--- src/sv/mlf_pkg.sv ---
`default_nettype none
// ----------------------------------------------------------------------------
// mlf_pkg
// Shared types and constants of the multichannel linear fader.
// ----------------------------------------------------------------------------
package mlf_pkg;

   localparam int CHANNELS_DEF = 16;
   localparam int MAX_RESULTS  = 20;
   localparam int RES_W        = $clog2(MAX_RESULTS + 1);
   localparam int ACTIVE_W     = 5;
   localparam logic [ACTIVE_W-1:0] ACTIVE_RESET = 5'd16;

   typedef enum logic [1:0] {
      OP_SETUP = 2'd0,
      OP_START = 2'd1,
      OP_TICK  = 2'd2,
      OP_STOP  = 2'd3
   } opcode_type;

   typedef enum logic [1:0] {
      WR_SETUP,
      WR_LEVEL,
      WR_TARGET
   } wr_sel_type;

   localparam logic KIND_LEVEL    = 1'b0;
   localparam logic KIND_EVENT    = 1'b1;
   localparam logic EVT_CHANGED   = 1'b0;
   localparam logic EVT_FINISHED  = 1'b1;
   localparam logic MODE_REST     = 1'b0;
   localparam logic MODE_FADE     = 1'b1;

   typedef struct packed {
      logic [15:0] cur;
      logic [15:0] src;
      logic [15:0] tgt;
      logic [15:0] mag;
      logic        neg;
   } row_type;

   typedef struct packed {
      logic       latch_item;
      logic       load_fade;
      logic       calc_elapsed;
      logic       rd_en;
      logic       wr_en;
      wr_sel_type wr_sel;
      logic       mul;
      logic       div_start;
      logic       div_step;
      logic       out_load;
      logic       out_kind;
      logic       out_code;
      logic       out_state;
      logic       out_last;
   } ctl_cmd_type;

   typedef struct packed {
      logic lt;
      logic div_last;
      logic changed;
      logic out_free;
   } dp_status_type;

endpackage
`default_nettype wire

--- src/sv/mlf_if.sv ---
`default_nettype none
// ----------------------------------------------------------------------------
// mlf_req_if / mlf_rsp_if
// Valid/ready channels for fader requests and fader results.
// ----------------------------------------------------------------------------
interface mlf_req_if;
   logic        valid;
   logic        ready;
   logic [1:0]  opcode;
   logic [3:0]  channel;
   logic [15:0] target_value;
   logic [15:0] source_value;
   logic        use_source;
   logic [31:0] duration_ms;
   logic [31:0] now_ms;

   modport source (output valid, opcode, channel, target_value, source_value,
                   use_source, duration_ms, now_ms, input ready);
   modport sink (input valid, opcode, channel, target_value, source_value,
                 use_source, duration_ms, now_ms, output ready);
endinterface

interface mlf_rsp_if;
   logic        valid;
   logic        ready;
   logic        kind;
   logic [3:0]  out_channel;
   logic [15:0] level;
   logic        event_code;
   logic        fade_state;
   logic        last;

   modport source (output valid, kind, out_channel, level, event_code,
                   fade_state, last, input ready);
   modport sink (input valid, kind, out_channel, level, event_code,
                 fade_state, last, output ready);
endinterface
`default_nettype wire

--- src/sv/multichannel_linear_fader.sv ---
`default_nettype none
// ----------------------------------------------------------------------------
// multichannel_linear_fader
// Linear fades of up to CHANNELS levels over a common fade length.
// ----------------------------------------------------------------------------
// One request at a time. A start or tick that fades walks the active
// channels one by one through the single multiplier and the bit-serial
// divider (read, multiply, divider load, 16 quotient steps, write back).
// A fade completion rewrites each channel to its target (read, then write)
// before reporting. Results are delivered through a one-entry output
// register, at most 20 per request.
// ----------------------------------------------------------------------------
module multichannel_linear_fader #(
   parameter int CHANNELS = mlf_pkg::CHANNELS_DEF
) (
   input  wire                           clock,
   input  wire                           reset,
   mlf_req_if.sink                       req_ch,
   mlf_rsp_if.source                     rsp_ch,
   input  wire                           csr_write_enable,
   input  wire  [mlf_pkg::ACTIVE_W-1:0]  csr_write_data
);

   localparam int CH_W = (CHANNELS > 1) ? $clog2(CHANNELS) : 1;

   mlf_pkg::ctl_cmd_type   cmd;
   mlf_pkg::dp_status_type sts;
   logic [CH_W-1:0]        addr;

   mlf_controller #(.CHANNELS(CHANNELS)) u_ctrl (
      .clock            (clock),
      .reset            (reset),
      .req_valid        (req_ch.valid),
      .req_ready        (req_ch.ready),
      .req_opcode       (req_ch.opcode),
      .req_channel      (req_ch.channel),
      .csr_write_enable (csr_write_enable),
      .csr_write_data   (csr_write_data),
      .sts              (sts),
      .cmd              (cmd),
      .addr             (addr)
   );

   mlf_datapath #(.CHANNELS(CHANNELS)) u_dp (
      .clock            (clock),
      .reset            (reset),
      .cmd              (cmd),
      .addr             (addr),
      .sts              (sts),
      .req_target_value (req_ch.target_value),
      .req_source_value (req_ch.source_value),
      .req_use_source   (req_ch.use_source),
      .req_duration_ms  (req_ch.duration_ms),
      .req_now_ms       (req_ch.now_ms),
      .rsp_valid        (rsp_ch.valid),
      .rsp_ready        (rsp_ch.ready),
      .rsp_kind         (rsp_ch.kind),
      .rsp_out_channel  (rsp_ch.out_channel),
      .rsp_level        (rsp_ch.level),
      .rsp_event_code   (rsp_ch.event_code),
      .rsp_fade_state   (rsp_ch.fade_state),
      .rsp_last         (rsp_ch.last)
   );

`ifndef NO_ASSERTIONS
   a_one_request: assert property (@(posedge clock) disable iff (reset)
      req_ch.valid && req_ch.ready |=> !req_ch.ready)
      else $error("request taken while previous request still in work");

   a_load_free: assert property (@(posedge clock) disable iff (reset)
      cmd.out_load |-> sts.out_free)
      else $error("result register overwritten while still pending");

   a_store_port: assert property (@(posedge clock) disable iff (reset)
      !(cmd.rd_en && cmd.wr_en))
      else $error("channel store read and written in the same cycle");

   a_div_excl: assert property (@(posedge clock) disable iff (reset)
      !(cmd.div_start && cmd.div_step))
      else $error("divider loaded and stepped together");
`endif

endmodule
`default_nettype wire

--- src/sv/mlf_datapath.sv ---
`default_nettype none
// ----------------------------------------------------------------------------
// mlf_datapath
// Channel store, elapsed time, multiplier, serial divider and result register.
// ----------------------------------------------------------------------------
module mlf_datapath #(
   parameter int CHANNELS = mlf_pkg::CHANNELS_DEF,
   localparam int CH_W = (CHANNELS > 1) ? $clog2(CHANNELS) : 1
) (
   input  wire                        clock,
   input  wire                        reset,
   input  mlf_pkg::ctl_cmd_type       cmd,
   input  wire  [CH_W-1:0]            addr,
   output mlf_pkg::dp_status_type     sts,
   input  wire  [15:0]                req_target_value,
   input  wire  [15:0]                req_source_value,
   input  wire                        req_use_source,
   input  wire  [31:0]                req_duration_ms,
   input  wire  [31:0]                req_now_ms,
   output logic                       rsp_valid,
   input  wire                        rsp_ready,
   output logic                       rsp_kind,
   output logic [3:0]                 rsp_out_channel,
   output logic [15:0]                rsp_level,
   output logic                       rsp_event_code,
   output logic                       rsp_fade_state,
   output logic                       rsp_last
);

   logic [15:0] tgt_ff, src_ff;
   logic        use_ff;
   logic [31:0] dur_ff, now_ff;
   logic [31:0] start_ff, len_ff;
   logic [31:0] elapsed_ff;
   logic        lt_ff;

   mlf_pkg::row_type mem [CHANNELS];
   logic [CHANNELS-1:0] row_valid_ff;
   mlf_pkg::row_type rd_ff;
   mlf_pkg::row_type wr_row;

   logic [47:0] prod_ff;
   logic [31:0] rem_ff;
   logic [15:0] quo_ff;
   logic [3:0]  div_cnt_ff;
   logic [32:0] trial;
   logic        trial_ok;

   logic [15:0] setup_src;
   logic [15:0] level_v;
   logic [31:0] elapsed_in;

   logic        out_valid_ff;
   logic        kind_ff, code_ff, state_ff, last_ff;
   logic [3:0]  chan_ff;
   logic [15:0] level_ff;

   // item capture
   always_ff @(posedge clock) begin
      if (cmd.latch_item) begin
         tgt_ff <= req_target_value;
         src_ff <= req_source_value;
         use_ff <= req_use_source;
         dur_ff <= req_duration_ms;
         now_ff <= req_now_ms;
      end
   end

   assign elapsed_in = now_ff - start_ff;

   always_ff @(posedge clock) begin
      if (reset) begin
         start_ff <= '0;
         len_ff   <= '0;
      end else if (cmd.load_fade) begin
         start_ff <= now_ff;
         len_ff   <= dur_ff;
      end
   end

   always_ff @(posedge clock) begin
      if (cmd.calc_elapsed) begin
         elapsed_ff <= elapsed_in;
         lt_ff      <= elapsed_in < len_ff;
      end
   end

   // channel store; a row never written reads as zero
   always_ff @(posedge clock) begin
      if (reset) begin
         row_valid_ff <= '0;
      end else if (cmd.wr_en) begin
         row_valid_ff[addr] <= 1'b1;
      end
   end

   always_ff @(posedge clock) begin
      if (cmd.wr_en) begin
         mem[addr] <= wr_row;
      end
      if (cmd.rd_en) begin
         rd_ff <= row_valid_ff[addr] ? mem[addr] : '0;
      end
   end

   assign setup_src = use_ff ? src_ff : rd_ff.cur;
   assign level_v   = rd_ff.neg ? rd_ff.src - quo_ff : rd_ff.src + quo_ff;

   always_comb begin
      wr_row = rd_ff;
      case (cmd.wr_sel)
         mlf_pkg::WR_SETUP: begin
            wr_row.src = setup_src;
            wr_row.tgt = tgt_ff;
            if (tgt_ff > setup_src) begin
               wr_row.mag = tgt_ff - setup_src;
               wr_row.neg = 1'b0;
            end else begin
               wr_row.mag = setup_src - tgt_ff;
               wr_row.neg = 1'b1;
            end
         end
         mlf_pkg::WR_LEVEL:  wr_row.cur = level_v;
         mlf_pkg::WR_TARGET: wr_row.cur = rd_ff.tgt;
         default:            wr_row = rd_ff;
      endcase
   end

   // diff * elapsed, then one quotient bit per step; the high product
   // half is already below the length, so sixteen steps suffice
   assign trial    = {rem_ff, quo_ff[15]};
   assign trial_ok = trial >= {1'b0, len_ff};

   always_ff @(posedge clock) begin
      if (cmd.mul) begin
         prod_ff <= 48'(rd_ff.mag) * 48'(elapsed_ff);
      end
      if (cmd.div_start) begin
         rem_ff     <= prod_ff[47:16];
         quo_ff     <= prod_ff[15:0];
         div_cnt_ff <= '0;
      end else if (cmd.div_step) begin
         rem_ff     <= trial_ok ? 32'(trial - {1'b0, len_ff}) : trial[31:0];
         quo_ff     <= {quo_ff[14:0], trial_ok};
         div_cnt_ff <= div_cnt_ff + 4'd1;
      end
   end

   // result register
   always_ff @(posedge clock) begin
      if (reset) begin
         out_valid_ff <= 1'b0;
      end else if (cmd.out_load) begin
         out_valid_ff <= 1'b1;
      end else if (rsp_ready) begin
         out_valid_ff <= 1'b0;
      end
   end

   always_ff @(posedge clock) begin
      if (cmd.out_load) begin
         kind_ff  <= cmd.out_kind;
         code_ff  <= cmd.out_code;
         state_ff <= cmd.out_state;
         last_ff  <= cmd.out_last;
         chan_ff  <= (cmd.out_kind == mlf_pkg::KIND_LEVEL) ? 4'(addr) : 4'd0;
         level_ff <= (cmd.out_kind == mlf_pkg::KIND_LEVEL) ? rd_ff.cur : 16'd0;
      end
   end

   assign rsp_valid       = out_valid_ff;
   assign rsp_kind        = kind_ff;
   assign rsp_out_channel = chan_ff;
   assign rsp_level       = level_ff;
   assign rsp_event_code  = code_ff;
   assign rsp_fade_state  = state_ff;
   assign rsp_last        = last_ff;

   assign sts.lt       = lt_ff;
   assign sts.div_last = div_cnt_ff == 4'd15;
   assign sts.changed  = level_v != rd_ff.cur;
   assign sts.out_free = !out_valid_ff || rsp_ready;

endmodule
`default_nettype wire

--- src/sv/mlf_controller.sv ---
`default_nettype none
// ----------------------------------------------------------------------------
// mlf_controller
// Sequencer for setup, fade update, completion and result delivery.
// ----------------------------------------------------------------------------
module mlf_controller #(
   parameter int CHANNELS = mlf_pkg::CHANNELS_DEF,
   localparam int CH_W = (CHANNELS > 1) ? $clog2(CHANNELS) : 1
) (
   input  wire                            clock,
   input  wire                            reset,
   input  wire                            req_valid,
   output logic                           req_ready,
   input  wire  [1:0]                     req_opcode,
   input  wire  [3:0]                     req_channel,
   input  wire                            csr_write_enable,
   input  wire  [mlf_pkg::ACTIVE_W-1:0]   csr_write_data,
   input  mlf_pkg::dp_status_type         sts,
   output mlf_pkg::ctl_cmd_type           cmd,
   output logic [CH_W-1:0]                addr
);

   localparam int CNT_W = $clog2(CHANNELS + 1);
   localparam int CMP_W = CNT_W + mlf_pkg::ACTIVE_W;
   localparam int TOT_W = CNT_W + mlf_pkg::RES_W;
   localparam int RES_W = mlf_pkg::RES_W;

   typedef enum logic [4:0] {
      S_IDLE, S_DISPATCH, S_SET_RD, S_SET_WR, S_DECIDE, S_BRANCH,
      S_F_RD, S_F_MUL, S_F_DIV0, S_F_DIV, S_F_WB, S_T_RD, S_T_WR,
      S_E_BEGIN, S_E_STOP, S_E_LRD, S_E_LOUT, S_E_FIN, S_E_ST
   } state_type;

   state_type state_ff, state_in;
   mlf_pkg::opcode_type op_ff, op_in;
   logic [3:0] ch_ff, ch_in;
   logic run_ff, run_in, fin_ff, fin_in, mode_ff, mode_in;
   logic [mlf_pkg::ACTIVE_W-1:0] active_ff, active_in;
   logic ev_stop_ff, ev_stop_in, fin_evt_ff, fin_evt_in, fin_state_ff, fin_state_in;
   logic st_evt_ff, st_evt_in, st_state_ff, st_state_in, lev_ff, lev_in;
   logic [CH_W-1:0]  idx_ff, idx_in;
   logic [RES_W-1:0] k_ff, k_in, cap_ff, cap_in;

   logic [CNT_W-1:0] n_used;
   logic [TOT_W-1:0] total;
   logic             stop_cond, last_idx, done, ch_ok;

   assign n_used = (CMP_W'(active_ff) > CMP_W'(CHANNELS)) ? CNT_W'(CHANNELS)
                                                          : CNT_W'(active_ff);
   assign last_idx  = (CNT_W'(idx_ff) + CNT_W'(1)) == n_used;
   assign stop_cond = !fin_ff || run_ff;
   assign ch_ok     = CMP_W'(ch_ff) < CMP_W'(CHANNELS);
   assign done      = k_ff == cap_ff;
   assign total     = TOT_W'(ev_stop_ff) + TOT_W'(fin_evt_ff) + TOT_W'(st_evt_ff)
                    + (lev_ff ? TOT_W'(n_used) : TOT_W'(0));

   always_comb begin
      state_in     = state_ff;
      op_in        = op_ff;
      ch_in        = ch_ff;
      run_in       = run_ff;
      fin_in       = fin_ff;
      mode_in      = mode_ff;
      active_in    = csr_write_enable ? csr_write_data : active_ff;
      ev_stop_in   = ev_stop_ff;
      fin_evt_in   = fin_evt_ff;
      fin_state_in = fin_state_ff;
      st_evt_in    = st_evt_ff;
      st_state_in  = st_state_ff;
      lev_in       = lev_ff;
      idx_in       = idx_ff;
      k_in         = k_ff;
      cap_in       = cap_ff;
      cmd          = '0;
      cmd.wr_sel   = mlf_pkg::WR_SETUP;
      addr         = idx_ff;
      req_ready    = 1'b0;

      case (state_ff)
         S_IDLE: begin
            req_ready = 1'b1;
            if (req_valid) begin
               cmd.latch_item = 1'b1;
               op_in    = mlf_pkg::opcode_type'(req_opcode);
               ch_in    = req_channel;
               state_in = S_DISPATCH;
            end
         end
         S_DISPATCH: begin
            ev_stop_in = 1'b0;
            fin_evt_in = 1'b0;
            st_evt_in  = 1'b0;
            lev_in     = 1'b0;
            case (op_ff)
               mlf_pkg::OP_SETUP: state_in = ch_ok ? S_SET_RD : S_IDLE;
               mlf_pkg::OP_START: begin
                  ev_stop_in    = stop_cond && mode_ff;
                  mode_in       = stop_cond ? mlf_pkg::MODE_REST : mode_ff;
                  run_in        = 1'b1;
                  fin_in        = 1'b0;
                  cmd.load_fade = 1'b1;
                  state_in      = S_DECIDE;
               end
               mlf_pkg::OP_TICK: begin
                  if (run_ff) begin
                     state_in = S_DECIDE;
                  end else begin
                     st_evt_in   = mode_ff;
                     st_state_in = mlf_pkg::MODE_REST;
                     mode_in     = mlf_pkg::MODE_REST;
                     state_in    = S_E_BEGIN;
                  end
               end
               default: begin
                  if (stop_cond) begin
                     ev_stop_in = mode_ff;
                     mode_in    = mlf_pkg::MODE_REST;
                     run_in     = 1'b0;
                     fin_in     = 1'b1;
                     state_in   = S_E_BEGIN;
                  end else begin
                     state_in = S_IDLE;
                  end
               end
            endcase
         end
         S_SET_RD: begin
            addr       = CH_W'(ch_ff);
            cmd.rd_en  = 1'b1;
            state_in   = S_SET_WR;
         end
         S_SET_WR: begin
            addr       = CH_W'(ch_ff);
            cmd.wr_en  = 1'b1;
            cmd.wr_sel = mlf_pkg::WR_SETUP;
            state_in   = S_IDLE;
         end
         S_DECIDE: begin
            cmd.calc_elapsed = 1'b1;
            state_in         = S_BRANCH;
         end
         S_BRANCH: begin
            idx_in = '0;
            if (sts.lt) begin
               st_evt_in   = !mode_ff;
               st_state_in = mlf_pkg::MODE_FADE;
               mode_in     = mlf_pkg::MODE_FADE;
               state_in    = (n_used == '0) ? S_E_BEGIN : S_F_RD;
            end else begin
               run_in       = 1'b0;
               fin_in       = 1'b1;
               fin_evt_in   = 1'b1;
               fin_state_in = mode_ff;
               lev_in       = n_used != '0;
               st_evt_in    = mode_ff;
               st_state_in  = mlf_pkg::MODE_REST;
               mode_in      = mlf_pkg::MODE_REST;
               state_in     = (n_used == '0) ? S_E_BEGIN : S_T_RD;
            end
         end
         S_F_RD: begin
            cmd.rd_en = 1'b1;
            state_in  = S_F_MUL;
         end
         S_F_MUL: begin
            cmd.mul  = 1'b1;
            state_in = S_F_DIV0;
         end
         S_F_DIV0: begin
            cmd.div_start = 1'b1;
            state_in      = S_F_DIV;
         end
         S_F_DIV: begin
            cmd.div_step = 1'b1;
            if (sts.div_last) begin
               state_in = S_F_WB;
            end
         end
         S_F_WB: begin
            if (sts.changed) begin
               cmd.wr_en  = 1'b1;
               cmd.wr_sel = mlf_pkg::WR_LEVEL;
               lev_in     = 1'b1;
            end
            if (last_idx) begin
               state_in = S_E_BEGIN;
            end else begin
               idx_in   = idx_ff + CH_W'(1);
               state_in = S_F_RD;
            end
         end
         S_T_RD: begin
            cmd.rd_en = 1'b1;
            state_in  = S_T_WR;
         end
         S_T_WR: begin
            cmd.wr_en  = 1'b1;
            cmd.wr_sel = mlf_pkg::WR_TARGET;
            if (last_idx) begin
               state_in = S_E_BEGIN;
            end else begin
               idx_in   = idx_ff + CH_W'(1);
               state_in = S_T_RD;
            end
         end
         S_E_BEGIN: begin
            cap_in   = (total > TOT_W'(mlf_pkg::MAX_RESULTS)) ?
                       RES_W'(mlf_pkg::MAX_RESULTS) : RES_W'(total);
            k_in     = '0;
            idx_in   = '0;
            state_in = S_E_STOP;
         end
         S_E_STOP: begin
            if (done) begin
               state_in = S_IDLE;
            end else if (!ev_stop_ff) begin
               state_in = S_E_LRD;
            end else if (sts.out_free) begin
               cmd.out_load  = 1'b1;
               cmd.out_kind  = mlf_pkg::KIND_EVENT;
               cmd.out_code  = mlf_pkg::EVT_CHANGED;
               cmd.out_state = mlf_pkg::MODE_REST;
               cmd.out_last  = RES_W'(k_ff + RES_W'(1)) == cap_ff;
               k_in          = k_ff + RES_W'(1);
               state_in      = S_E_LRD;
            end
         end
         S_E_LRD: begin
            if (done) begin
               state_in = S_IDLE;
            end else if (!lev_ff) begin
               state_in = S_E_FIN;
            end else begin
               cmd.rd_en = 1'b1;
               state_in  = S_E_LOUT;
            end
         end
         S_E_LOUT: begin
            if (sts.out_free) begin
               cmd.out_load = 1'b1;
               cmd.out_kind = mlf_pkg::KIND_LEVEL;
               cmd.out_last = RES_W'(k_ff + RES_W'(1)) == cap_ff;
               k_in         = k_ff + RES_W'(1);
               if (last_idx) begin
                  state_in = S_E_FIN;
               end else begin
                  idx_in   = idx_ff + CH_W'(1);
                  state_in = S_E_LRD;
               end
            end
         end
         S_E_FIN: begin
            if (done) begin
               state_in = S_IDLE;
            end else if (!fin_evt_ff) begin
               state_in = S_E_ST;
            end else if (sts.out_free) begin
               cmd.out_load  = 1'b1;
               cmd.out_kind  = mlf_pkg::KIND_EVENT;
               cmd.out_code  = mlf_pkg::EVT_FINISHED;
               cmd.out_state = fin_state_ff;
               cmd.out_last  = RES_W'(k_ff + RES_W'(1)) == cap_ff;
               k_in          = k_ff + RES_W'(1);
               state_in      = S_E_ST;
            end
         end
         S_E_ST: begin
            if (done || !st_evt_ff) begin
               state_in = S_IDLE;
            end else if (sts.out_free) begin
               cmd.out_load  = 1'b1;
               cmd.out_kind  = mlf_pkg::KIND_EVENT;
               cmd.out_code  = mlf_pkg::EVT_CHANGED;
               cmd.out_state = st_state_ff;
               cmd.out_last  = RES_W'(k_ff + RES_W'(1)) == cap_ff;
               k_in          = k_ff + RES_W'(1);
               state_in      = S_IDLE;
            end
         end
         default: state_in = S_IDLE;
      endcase
   end

   always_ff @(posedge clock) begin
      if (reset) begin
         state_ff  <= S_IDLE;
         run_ff    <= 1'b0;
         fin_ff    <= 1'b1;
         mode_ff   <= mlf_pkg::MODE_REST;
         active_ff <= mlf_pkg::ACTIVE_RESET;
         k_ff      <= '0;
         cap_ff    <= '0;
      end else begin
         state_ff  <= state_in;
         run_ff    <= run_in;
         fin_ff    <= fin_in;
         mode_ff   <= mode_in;
         active_ff <= active_in;
         k_ff      <= k_in;
         cap_ff    <= cap_in;
      end
      op_ff        <= op_in;
      ch_ff        <= ch_in;
      ev_stop_ff   <= ev_stop_in;
      fin_evt_ff   <= fin_evt_in;
      fin_state_ff <= fin_state_in;
      st_evt_ff    <= st_evt_in;
      st_state_ff  <= st_state_in;
      lev_ff       <= lev_in;
      idx_ff       <= idx_in;
   end

endmodule
`default_nettype wire
--- src/flat_wrapper.sv ---
// flat-port wrapper written by rule: the top's interface ports become plain ports
module multichannel_linear_fader_flat 
#(
   parameter int CHANNELS = mlf_pkg::CHANNELS_DEF
)
  (clock, reset, csr_write_enable, csr_write_data, req_ch_valid, req_ch_opcode, req_ch_channel, req_ch_target_value, req_ch_source_value, req_ch_use_source, req_ch_duration_ms, req_ch_now_ms, req_ch_ready, rsp_ch_valid, rsp_ch_kind, rsp_ch_out_channel, rsp_ch_level, rsp_ch_event_code, rsp_ch_fade_state, rsp_ch_last, rsp_ch_ready);
  mlf_req_if req_ch_i ();
  mlf_rsp_if rsp_ch_i ();
  input  wire clock;
  input  wire reset;
  input  wire csr_write_enable;
  input  wire  [mlf_pkg::ACTIVE_W-1:0] csr_write_data;
  input wire logic [$bits(req_ch_i.valid)-1:0] req_ch_valid;
  input wire logic [$bits(req_ch_i.opcode)-1:0] req_ch_opcode;
  input wire logic [$bits(req_ch_i.channel)-1:0] req_ch_channel;
  input wire logic [$bits(req_ch_i.target_value)-1:0] req_ch_target_value;
  input wire logic [$bits(req_ch_i.source_value)-1:0] req_ch_source_value;
  input wire logic [$bits(req_ch_i.use_source)-1:0] req_ch_use_source;
  input wire logic [$bits(req_ch_i.duration_ms)-1:0] req_ch_duration_ms;
  input wire logic [$bits(req_ch_i.now_ms)-1:0] req_ch_now_ms;
  output wire logic [$bits(req_ch_i.ready)-1:0] req_ch_ready;
  output wire logic [$bits(rsp_ch_i.valid)-1:0] rsp_ch_valid;
  output wire logic [$bits(rsp_ch_i.kind)-1:0] rsp_ch_kind;
  output wire logic [$bits(rsp_ch_i.out_channel)-1:0] rsp_ch_out_channel;
  output wire logic [$bits(rsp_ch_i.level)-1:0] rsp_ch_level;
  output wire logic [$bits(rsp_ch_i.event_code)-1:0] rsp_ch_event_code;
  output wire logic [$bits(rsp_ch_i.fade_state)-1:0] rsp_ch_fade_state;
  output wire logic [$bits(rsp_ch_i.last)-1:0] rsp_ch_last;
  input wire logic [$bits(rsp_ch_i.ready)-1:0] rsp_ch_ready;
  assign req_ch_i.valid = req_ch_valid;
  assign req_ch_i.opcode = req_ch_opcode;
  assign req_ch_i.channel = req_ch_channel;
  assign req_ch_i.target_value = req_ch_target_value;
  assign req_ch_i.source_value = req_ch_source_value;
  assign req_ch_i.use_source = req_ch_use_source;
  assign req_ch_i.duration_ms = req_ch_duration_ms;
  assign req_ch_i.now_ms = req_ch_now_ms;
  assign req_ch_ready = req_ch_i.ready;
  assign rsp_ch_valid = rsp_ch_i.valid;
  assign rsp_ch_kind = rsp_ch_i.kind;
  assign rsp_ch_out_channel = rsp_ch_i.out_channel;
  assign rsp_ch_level = rsp_ch_i.level;
  assign rsp_ch_event_code = rsp_ch_i.event_code;
  assign rsp_ch_fade_state = rsp_ch_i.fade_state;
  assign rsp_ch_last = rsp_ch_i.last;
  assign rsp_ch_i.ready = rsp_ch_ready;
  multichannel_linear_fader #(.CHANNELS(CHANNELS)) u_core (.clock(clock), .reset(reset), .req_ch(req_ch_i), .rsp_ch(rsp_ch_i), .csr_write_enable(csr_write_enable), .csr_write_data(csr_write_data));
endmodule
--- config.mk ---
export PLATFORM = sky130hd
export DESIGN_NAME = multichannel_linear_fader_flat
export DESIGN_NICKNAME = d
export VERILOG_FILES = /design/src/sv/mlf_pkg.sv /design/src/sv/mlf_if.sv /design/src/sv/multichannel_linear_fader.sv /design/src/sv/mlf_datapath.sv /design/src/sv/mlf_controller.sv /design/src/flat_wrapper.sv
export SDC_FILE = /design/constraint.sdc
export NUM_CORES = 2
export LEC_CHECK = 0
export BUFFER_PORTS_ARGS = -buffer_cell sky130_fd_sc_hd__buf_4
export CORE_MARGIN = 4
export CORE_UTILIZATION = 58
export DETAILED_ROUTE_END_ITERATION = 8
export PLACE_DENSITY = 0.77
export RECOVER_POWER = 25
export SYNTH_ARGS = -nofsm -noshare
export SYNTH_HDL_FRONTEND = slang
export SYNTH_SLANG_ARGS = --single-unit
--- constraint.sdc ---
create_clock -name clock -period 7.7 [get_ports clock]
set_input_delay 1.155 -clock clock [delete_from_list [all_inputs] [get_ports clock]]
set_output_delay 1.155 -clock clock [all_outputs]
set_load 0.05 [all_outputs]
==> out/results.tsv <==
metric	value	unit
status	complete, but fails checks	
failing checks	max-capacitance violations, max-slew violations	
clk root buf	clkbuf_16	
xor/xnor cell area share of the yosys netlist	0.0194	
layout cells sized above 1	0.0737	
Req. time, crit path	8.24	ns
Cell Area, Synth	81200	µm²
mux share of post-synthesis cell area	0.0108	
area delta synth->final	9.90	%
H-tree depth	4	
TritonCTS buffer count	152	
adder-cell share of the synthesized area	0.147	
Synth warnings	0	
I/O pin cnt	139	
max-cap viol count	13	
Synth Area in Simple Gates	0.121	
die area	146000	µm²
Max Clock Freq	135	MHz
vias per cell	6.15	
crit path max-delay cell type	edfxtp_1	
Routed met1 length	81.1	mm
leading area contributor after synthesis	edfxtp_1	
Synth Area in Compound Gates	0.120	
Main synth FF type	edfxtp_1	
RSZ-0062 raised after global routing	no	
Min-Delay Path Class	flip-flop to flip-flop	
WL met2	102	mm
fin worst setup slack	0.300	ns
I/O Buffers	138	
post-DP HPWL	130	mm
delay-heaviest family, CP	adder cells	
row cnt	137	
core outline area	139000	µm²
DRC errors left	0	
DR pass1 iterations	6	
worst slack at placement	0.201	ns
CP peak stage delay	0.97	ns
CP Buf/Inv Count	3	
Most Frequent Cell on Critical Path	fa_1	
Worst Setup Start Kind	flip-flop	
largest net degree at the start of global routing	220	
period utilization	0.961	
GRT Util Overall	0.286	
die height	382	µm
Starting Density	0.583	
CTS tree	built	
highest routed layer	met5	
Yosys top cell area share	0.507	
Worst-Margin Slew	4.13	ns
vias in the first global route	54700	
post-layout net count	7813	
top cells by area, synth	edfxtp_1, fa_1, nand2_1	
Crit Path Max Fanout	19	
Netlist cell types	89	
CP cell instances	nand2_1 > fa_1 > fa_1 > fa_1 > inv_1 > fa_1 > fa_1 > inv_1 > fa_1 > inv_1 > ha_1 > a21oi_1 > o21ai_0 > a22oi_1 > o22ai_1 > o311ai_1 > a21oi_1 > a21o_1 > a221o_1 > a21oi_1 > xnor2_1	
Crit Path Class	flip-flop to flip-flop	
post-synthesis cell count	6993	
synthesized net count	7805	
Slew headroom	-1.76	
Avg Cell Area, Syn	11.6	µm²
first-pass GRT wire length	323	mm
met3 WL	18.2	mm
Async S/R FF share, synth	0	
# fillers	10200	
Hold Fails Final Rpt	0	
clk_skew	0.0616	ns
clock transition at the registers of the reported paths	0.06	ns
GRT overflow	0	
initial DRC count	5842	
Critical Path Sink Type	flip-flop	
Final Max Slew Viols	578	
crit path time final	7.40	ns
TritonCTS Sinks	1479	
post-route ant nets	0	
final WL	212	mm
sequential-to-total area share from yosys stat	0.533	
EDFF count, synth	1371	
Skew-Pair Late Insertion Delay	0.81	ns
gpl congestion	0.919	
die width	382	µm
worst hold slack	0.453	ns
Worst EP arrival	7.94	ns
final setup fails	0	
largest family of logic cells by synthesized area	adder cells	
via count	55300	
Yosys reg bits	1479	
clk buf depth	3	
initial antenna violation count	8	
drt wl/cell	23.5	µm
[worst min-delay path: cells and delay by family, from the launching register on]
family / cells / cell delay, ns
flops: 1 / 0.31
simple gates: 1 / 0.05
compound gates: 1 / 0.05
[flip-flops by register name (all words and copies together) (netlist names), 5 cells and up]
name / cells
u_core.u_ctrl.k_ff: 5
u_core.u_dp.rsp_level: 16
u_core.u_ctrl.state_ff: 5
u_core.u_dp.elapsed_ff: 32
u_core.u_dp.row_valid_ff: 16
u_core.u_dp.rd_ff: 65
u_core.u_dp.now_ff: 32
u_core.u_ctrl.active_ff: 5
u_core.u_dp.start_ff: 32
u_core.u_dp.len_ff: 32
u_core.u_dp.tgt_ff: 16
u_core.u_ctrl.cap_ff: 5
u_core.u_dp.quo_ff: 16
u_core.u_dp.dur_ff: 32
u_core.u_dp.rem_ff: 32
u_core.u_dp.src_ff: 16
u_core.u_dp.mem: 1040
u_core.u_dp.prod_ff: 48
[cell families after synthesis]
kind of cell / Yosys count
flops: 1479
buf+inv: 1007
mux: 83
fa+ha+maj: 699
simple gates: 2116
compound gates: 1433
xor+xnor: 176
[through the flow]
stage	cell area, µm²	util	cells	TNS [ns]
global placement	84300	0.605	8720	0
global route	89300	0.641	8996	0
finish	89300	0.641	8998	0
floorplan	81200	-	6993	-924.81
CTS	89500	0.642	8993	0
detailed placement	84300	0.605	8720	0
[layout make-up]
class,instances,area [µm²],share of cell area
multi-input combinational,4507,34100,0.382
clock buffer,180,3970,0.0445
clock inverter,93,1210,0.0135
sequential,1479,43300,0.485
timing repair buffer,275,2110,0.0236
antenna,2,5.00,0.0000561
inverter,586,2200,0.0246
tap,1876,2350,0.0263
[worst paths after layout]
kind,slack [ns],endpoint,startpoint,cells after the start
max,0.30,u_core.u_dp.prod_ff[45]$_DFFE_PP_,u_core.u_dp.rd_ff[4]$_SDFFCE_PN0P_,21
min,0.45,u_core.u_dp.start_ff[29]$_SDFFE_PP0P_,u_core.u_dp.start_ff[29]$_SDFFE_PP0P_,2
max reg2reg,0.30,u_core.u_dp.prod_ff[45]$_DFFE_PP_,u_core.u_dp.rd_ff[4]$_SDFFCE_PN0P_,21
min reg2reg,0.45,u_core.u_dp.start_ff[29]$_SDFFE_PP0P_,u_core.u_dp.start_ff[29]$_SDFFE_PP0P_,2
[synthesized netlist by cell type, types with 66 or more instances]
master / n
edfxtp_1: 1371
nand2_1: 1103
inv_1: 586
fa_1: 425
and2_1: 419
a211oi_1: 412
a21oi_1: 361
clkbuf_1: 344
ha_1: 274
nor2_1: 222
a31oi_1: 153
a311oi_1: 132
xnor2_1: 121
dfxtp_1: 108
o21ai_0: 98
a21o_1: 90
and2_0: 66
[timing repair]
action,4_1_cts,5_1_grt
resized for setup,0,0
setup buffers,0,3
hold buffers,0,0
endpoints found under the setup margin,0,1
[layer usage]
metal / up-vias / global-route usage
met3: 548 / 0.0476
met2: 2670 / 0.477
met1: 27400 / 0.375
met4: 8 / 0.121
li1: 24700 / -
met5: - / 0
[placed cells by master (no fill, tap or decap), drive strengths merged, types with 90 or more instances in the layout]
| cell | count |
|---|---|
| edfxtp | 1371 |
| nand2 | 1103 |
| inv | 595 |
| and2 | 485 |
| fa | 425 |
| a211oi | 412 |
| a21oi | 362 |
| clkbuf | 318 |
| ha | 274 |
| nor2 | 223 |
| a31oi | 153 |
| buf | 137 |
| a311oi | 132 |
| xnor2 | 122 |
| dfxtp | 108 |
| o21ai | 106 |
| a21o | 90 |
Power is not shown: default switching activity piles up to over one toggle a cycle in this logic, so the estimate is an artifact.
